**config.mk**
```make
export PLATFORM = sky130hd
export DESIGN_NAME = nco_sine_fill
export DESIGN_NICKNAME = d
export VERILOG_FILES = /design/src/rtl/nco_pkg.sv /design/src/rtl/nco_sine_fill.sv
export SDC_FILE = /design/constraint.sdc
export NUM_CORES = 2
export LEC_CHECK = 0
export BUFFER_PORTS_ARGS = -buffer_cell sky130_fd_sc_hd__buf_4
export CORE_MARGIN = 5
export CORE_UTILIZATION = 59
export DETAILED_ROUTE_END_ITERATION = 8
export HOLD_SLACK_MARGIN = 0.02
export PLACE_DENSITY = 0.75
export SKIP_CTS_REPAIR_TIMING = 1
export SYNTH_ARGS = -nofsm -noshare
export SYNTH_HDL_FRONTEND = slang
export SYNTH_SLANG_ARGS = --single-unit
```
**constraint.sdc**
```tcl
create_clock -name clk_i -period 29.3 [get_ports clk_i]
set_input_delay 1.465 -clock clk_i [delete_from_list [all_inputs] [get_ports clk_i]]
set_output_delay 1.465 -clock clk_i [all_outputs]
set_load 0.02 [all_outputs]
```
**src/rtl/nco_pkg.sv**
```systemverilog
`timescale 1ns / 1ps
// Shared types and constants of the tone generator.
// No dependencies; imported by nco_sine_fill, nco_waveform_generator and the testbench.
package nco_pkg;

  // Configuration port geometry.
  localparam int CFG_DATA_W = 32;
  localparam int CFG_IDX_W  = 3;
  localparam int AMP_W      = 15;

  // Quarter-wave table entries are magnitudes up to 32767.
  localparam int TBL_W = 15;

  // Taylor evaluation of the quarter sine in Q62 fixed point.
  localparam logic [63:0] HALF_PI_Q62  = 64'h6487_ED51_10B4_611A;
  localparam logic [3:0]  TAYLOR_TERMS = 4'd13;
  localparam int          DIV_W        = 10;

  typedef enum logic [CFG_IDX_W-1:0] {
    REG_PHASE_STEP   = 3'd0,
    REG_PHASE_OFFSET = 3'd1,
    REG_AMPLITUDE    = 3'd2,
    REG_WAVEFORM     = 3'd3
  } cfg_reg_e;

  // Divisor (2n)(2n+1) of Taylor term n.
  function automatic logic [DIV_W-1:0] taylor_divisor(input logic [3:0] n);
    logic [DIV_W-1:0] d;
    case (n)
      4'd1:    d = 10'd6;
      4'd2:    d = 10'd20;
      4'd3:    d = 10'd42;
      4'd4:    d = 10'd72;
      4'd5:    d = 10'd110;
      4'd6:    d = 10'd156;
      4'd7:    d = 10'd210;
      4'd8:    d = 10'd272;
      4'd9:    d = 10'd342;
      4'd10:   d = 10'd420;
      4'd11:   d = 10'd506;
      4'd12:   d = 10'd600;
      4'd13:   d = 10'd702;
      default: d = 10'd1;
    endcase
    return d;
  endfunction

endpackage

```
**src/rtl/nco_sine_fill.sv**
```systemverilog
`timescale 1ns / 1ps
// Quarter-wave table builder: evaluates round(32767*sin) by a Q62 Taylor series
// on a shared 32x32 multiplier and a radix-256 divider. Depends on nco_pkg.
module nco_sine_fill import nco_pkg::*; #(
  parameter int QBITS = 14,
  localparam int AW = QBITS + 1
) (
  input  logic             clk_i,
  input  logic             rst_ni,
  output logic             busy_o,
  output logic             we_o,
  output logic [AW-1:0]    addr_o,
  output logic [TBL_W-1:0] data_o
);

  typedef enum logic [2:0] {F_MUL, F_POST, F_DIV, F_ACC, F_ROUND, F_DONE} fstate_e;
  typedef enum logic [1:0] {PH_X, PH_X2, PH_TERM} mphase_e;

  localparam logic [AW-1:0] LAST_M = {1'b1, {QBITS{1'b0}}};

  fstate_e          state_q;
  mphase_e          phase_q;
  logic [AW-1:0]    m_q;
  logic [3:0]       n_q;
  logic [2:0]       mcnt_q;
  logic [2:0]       dcnt_q;
  logic [127:0]     acc_q;
  logic [63:0]      pp_q;
  logic [63:0]      term_q;
  logic [63:0]      x2_q;
  logic [63:0]      sum_q;
  logic [63:0]      dq_q;
  logic [DIV_W-1:0] rem_q;
  logic             we_q;
  logic [AW-1:0]    addr_q;
  logic [TBL_W-1:0] data_q;

  logic [63:0]      frac;
  logic [63:0]      op_a;
  logic [63:0]      op_b;
  logic [31:0]      a_half;
  logic [31:0]      b_half;
  logic [63:0]      pp_d;
  logic [2:0]       pk;
  logic [127:0]     pp_sh;
  logic [127:0]     acc_d;
  logic [63:0]      mul_res;
  logic [DIV_W-1:0] divisor;
  logic [DIV_W-1:0] rem_d;
  logic [63:0]      dq_d;
  logic [DIV_W:0]   trial;
  logic [63:0]      sum_d;
  logic [41:0]      s40;
  logic [57:0]      scaled;
  logic [TBL_W-1:0] round_d;

  // Operand select for the shared multiplier.
  assign frac = 64'(m_q) << (62 - QBITS);

  always_comb begin
    case (phase_q)
      PH_X: begin
        op_a = HALF_PI_Q62;
        op_b = frac;
      end
      PH_X2: begin
        op_a = term_q;
        op_b = term_q;
      end
      default: begin
        op_a = term_q;
        op_b = x2_q;
      end
    endcase
  end

  // One 32x32 partial product per cycle; accumulate it in the following cycle.
  assign a_half = mcnt_q[1] ? op_a[63:32] : op_a[31:0];
  assign b_half = mcnt_q[0] ? op_b[63:32] : op_b[31:0];
  assign pp_d   = 64'(a_half) * 64'(b_half);
  assign pk     = mcnt_q - 3'd1;

  always_comb begin
    case (pk[1:0])
      2'b00:         pp_sh = {64'b0, pp_q};
      2'b01, 2'b10:  pp_sh = {64'b0, pp_q} << 32;
      default:       pp_sh = {64'b0, pp_q} << 64;
    endcase
  end

  assign acc_d   = acc_q + pp_sh;
  assign mul_res = acc_q[125:62];

  // Eight quotient bits per cycle; the remainder stays below the divisor.
  assign divisor = taylor_divisor(n_q);

  always_comb begin
    rem_d = rem_q;
    dq_d  = dq_q;
    trial = '0;
    for (int s = 0; s < 8; s++) begin
      trial = {rem_d, dq_d[63]};
      dq_d  = {dq_d[62:0], 1'b0};
      if (trial >= {1'b0, divisor}) begin
        rem_d    = DIV_W'(trial - {1'b0, divisor});
        dq_d[0]  = 1'b1;
      end else begin
        rem_d = trial[DIV_W-1:0];
      end
    end
  end

  // Odd terms subtract, even terms add.
  assign sum_d = n_q[0] ? (sum_q - dq_q) : (sum_q + dq_q);

  // round(32767 * sum) from the top 42 bits of the Q62 sum.
  assign s40     = sum_q[63:22];
  assign scaled  = 58'({s40, 15'b0}) - 58'(s40) + (58'(1) << 39);
  assign round_d = scaled[54:40];

  always_ff @(posedge clk_i or negedge rst_ni) begin
    if (!rst_ni) begin
      state_q <= F_MUL;
      phase_q <= PH_X;
      m_q     <= '0;
      n_q     <= 4'd1;
      mcnt_q  <= '0;
      dcnt_q  <= '0;
      acc_q   <= '0;
      we_q    <= 1'b0;
    end else begin
      we_q <= 1'b0;
      case (state_q)
        F_MUL: begin
          pp_q <= pp_d;
          if (mcnt_q != 3'd0) begin
            acc_q <= acc_d;
          end
          if (mcnt_q == 3'd4) begin
            state_q <= F_POST;
          end else begin
            mcnt_q <= mcnt_q + 3'd1;
          end
        end
        F_POST: begin
          case (phase_q)
            PH_X: begin
              term_q  <= mul_res;
              phase_q <= PH_X2;
              acc_q   <= '0;
              mcnt_q  <= '0;
              state_q <= F_MUL;
            end
            PH_X2: begin
              x2_q    <= mul_res;
              sum_q   <= term_q;
              n_q     <= 4'd1;
              phase_q <= PH_TERM;
              acc_q   <= '0;
              mcnt_q  <= '0;
              state_q <= F_MUL;
            end
            default: begin
              dq_q    <= mul_res;
              rem_q   <= '0;
              dcnt_q  <= '0;
              state_q <= F_DIV;
            end
          endcase
        end
        F_DIV: begin
          dq_q   <= dq_d;
          rem_q  <= rem_d;
          dcnt_q <= dcnt_q + 3'd1;
          if (dcnt_q == 3'd7) begin
            state_q <= F_ACC;
          end
        end
        F_ACC: begin
          term_q <= dq_q;
          sum_q  <= sum_d;
          if (n_q == TAYLOR_TERMS) begin
            state_q <= F_ROUND;
          end else begin
            n_q     <= n_q + 4'd1;
            acc_q   <= '0;
            mcnt_q  <= '0;
            state_q <= F_MUL;
          end
        end
        F_ROUND: begin
          we_q   <= 1'b1;
          addr_q <= m_q;
          data_q <= round_d;
          if (m_q == LAST_M) begin
            state_q <= F_DONE;
          end else begin
            m_q     <= m_q + AW'(1);
            phase_q <= PH_X;
            acc_q   <= '0;
            mcnt_q  <= '0;
            state_q <= F_MUL;
          end
        end
        F_DONE: begin
          state_q <= F_DONE;
        end
        default: begin
          state_q <= F_DONE;
        end
      endcase
    end
  end

  // Stay busy until the last write has landed in the table.
  assign busy_o = (state_q != F_DONE) || we_q;
  assign we_o   = we_q;
  assign addr_o = addr_q;
  assign data_o = data_q;

endmodule

```
==> metrics.csv <==
stage;metric;value;unit
grt;vias in the first global route;61000;
timing;Hold Slack;0.487;ns
route;WL met1;87900;um
grt;first-pass GRT wire length;368000;um
setup_path;crit end category;flip-flop;
route;met3 WL;27300;um
logic_synthesis;commonest cells in the netlist;nand2_1, inv_1, fa_1;
grt;largest net degree at the start of global routing;91;
logic_synthesis;Mapped Nets;9617;
timing;setup TNS;0;ns
route;vias per cell;6.31;
route;post-route ant nets;0;
timing;unrepaired setup endpoints after global routing;no;
timing;Final Hold Viols;0;
route;routed wire length;243000;um
timing;Slew @ Worst Pin;1.30;ns
timing;fin crit share;85.3;%
placed_design;DP Wirelength;185000;um
layout;final instance area;76200;sq um
placed_design;placer congestion estimate;1.05;
route;first-pass detailed-route iteration total;7;
timing;slew margin rel.;13.1;%
logic_synthesis;flop and latch count out of synthesis;517;
setup_path;WP data arrival;25.37;ns
logic_synthesis;Yosys top cell area share;25.1;%
setup_path;Worst path max stage delay;0.70;ns
worst_hold_path;worst hold path class;reg -> reg;
clock_tree;Num CTS Buffers;66;
logic_synthesis;Synth async-reset ratio;30.4;%
route;DR DRC count;0;
logic_synthesis;warnings from Yosys;0;
worst_hold_path;hold_sp;acc_q[2];
layout;ratio of cells with drive above 1 in the final layout;5.57;%
logic_synthesis;Synth area leaders;fa_1, edfxtp_1, ha_1;
die;I/O Pins;34;
route;Top Layer Used;met5;
die;Die H;360;um
layout;Layout fillers;10200;
clock_tree;CTS tree;built;
timing;final setup fails;0;
setup_path;FF-to-FF path depth;89;
logic_synthesis;synthesized area;72200;sq um
setup_path;Crit Path Class;reg -> reg;
setup_path;most used cell, CP;o21ai_0;
setup_path;Worst path slowest cell;or4_4;
timing;Setup Skew;0.0473;ns
logic_synthesis;post-synth cell types;88;
setup_path;WP data required;29.68;ns
logic_synthesis;area leader, netlist;fa_1;
timing;f_max;0.0400;GHz
logic_synthesis;Post-synth top flop;edfxtp_1;
timing;Tmin final;24.99;ns
die;Initial Util;59.3;%
placed_design;PortBufs;33;
clock_tree;CTS clk-pin slew, worst paths;0.06;ns
logic_synthesis;sequential cell area fraction in the yosys report;20.4;%
grt;GRT Residual Overflow;0;
route;via count;60500;
grt;GRT Overall Usage;37.2;%
timing;fin. max-slew vios;0;
layout;multi-input combinational cell area;51900;sq um
logic_synthesis;synthesized instance count;8098;
die;die width;360;um
setup_path;RR Endpoint;rem_q[7];
setup_path;setup slack, reg-to-reg;4.31;ns
setup_path;critical path launch point type;flip-flop;
layout;register area;14700;sq um
clock_tree;# clock sinks;517;
setup_path;reg2reg start;n_q[1];
logic_synthesis;Avg Cell Area, Syn;8.91;sq um
run_status;outcome;complete, no violations;
placed_design;area post-placement;74000;sq um
route;Initial DRC Count;6501;
worst_hold_path;Worst Hold Depth;2;
clock_tree;Worst-Skew Late Latency;0.68;ns
worst_hold_path;Worst Hold Path EP;acc_q[2];
clock_tree;CTS Buffer Depth;3;
layout;nets;9423;
die;Rows;128;
layout;Synth-to-Final Area Change;5.65;%
logic_synthesis;top-count cell post-synth;nand2_1;
clock_tree;root buffer cell;clkbuf_16;
setup_path;crit path max fanout;22;
logic_synthesis;Post-synth EDFFs;360;
setup_path;delay-heaviest family, CP;compound AO/OA/AOI/OAI gates;
route;wire length on met2;107000;um
clock_tree;htree depth;3;
job;Max-Cap Viols;0;
die;die area;129000;sq um
route;DR WL/cell;25.4;um
setup_path;worst path buffer plus inverter count;5;
die;Core ar.;122000;sq um
grt;initial antenna violation count;10;
-- flip-flops by register name (all words and copies together), names as in the netlist --
name,cells
x2_q,64
phase_q,2
m_q,15
data_o,15
we_o,1
addr_o,15
state_q,3
dq_q,64
dcnt_q,3
mcnt_q,3
pp_q,64
acc_q,126
rem_q,10
sum_q,64
term_q,64
n_q,4
-- final cells by class --
cell class              count  area share [%]
inverters                1139            5.61
clock buffers              91            2.47
diodes                      4          0.0131
flip-flops and latches    517            19.3
repair buffers            144            1.42
well taps                1625            2.67
clock inverters            30           0.415
multi-input cells        6036            68.1
-- worst min-delay path, cell delays in order (launching register included) --
cell and delay (ns):
dfrtp_1 0.35, nand2_1 0.05, o31ai_1 0.05
-- placed cells by master (no fill, tap or decap), drive strengths merged, types with 125 or more instances in the layout --
cell type | netlist | final
nand2 | 1343 | 1343
inv | 1139 | 1142
fa | 906 | 906
ha | 611 | 611
nor2 | 450 | 450
a21oi | 447 | 447
edfxtp | 360 | 360
o21ai | 322 | 322
xnor2 | 251 | 251
a21o | 207 | 207
a22o | 164 | 164
and2 | 158 | 158
dfrtp | 156 | 156
buf | 23 | 144
xor2 | 125 | 125
-- through the flow --
| stage | util, % | instances | setup slack [ns] |
|---|---|---|---|
| floorplan | - | 8098 | 8.90 |
| global route | 62.6 | 9582 | 2.07 |
| detailed placement | 60.8 | 9461 | 4.37 |
| CTS | 62.6 | 9582 | 4.30 |
| global placement | 60.8 | 9461 | 4.46 |
| finish | 62.6 | 9586 | 4.31 |
-- kinds of logic after synthesis --
logic type / after synthesis / synth area share (%)
fa+ha+maj: 1517 / 35.7
flops: 517 / 20.4
xor+xnor: 376 / 4.56
buf+inv: 1545 / 8.06
simple gates: 2415 / 14.7
mux: 128 / 1.95
compound gates: 1600 / 14.6
-- routing by layer --
layer  up-vias  global-route usage [%]
li1      26500                       -
met1     29700                    46.7
met2      3381                    57.1
met3       939                    9.19
met4         6                    25.6
met5         -                       0
-- how the worst max path moves through the flow --
stage,start,end,slack (ns),depth (start not counted)
finish,n_q[1],rem_q[7],4.31,89
global route,n_q[1],rem_q[0],2.07,89
CTS,n_q[1],rem_q[0],4.30,88
detailed placement,n_q[1],rem_q[0],4.37,88
global placement,n_q[0],rem_q[0],4.46,85
floorplan,n_q[0],rem_q[0],8.90,98
Power is not shown: default switching activity piles up to over one toggle a cycle in this logic, so the estimate is an artifact.
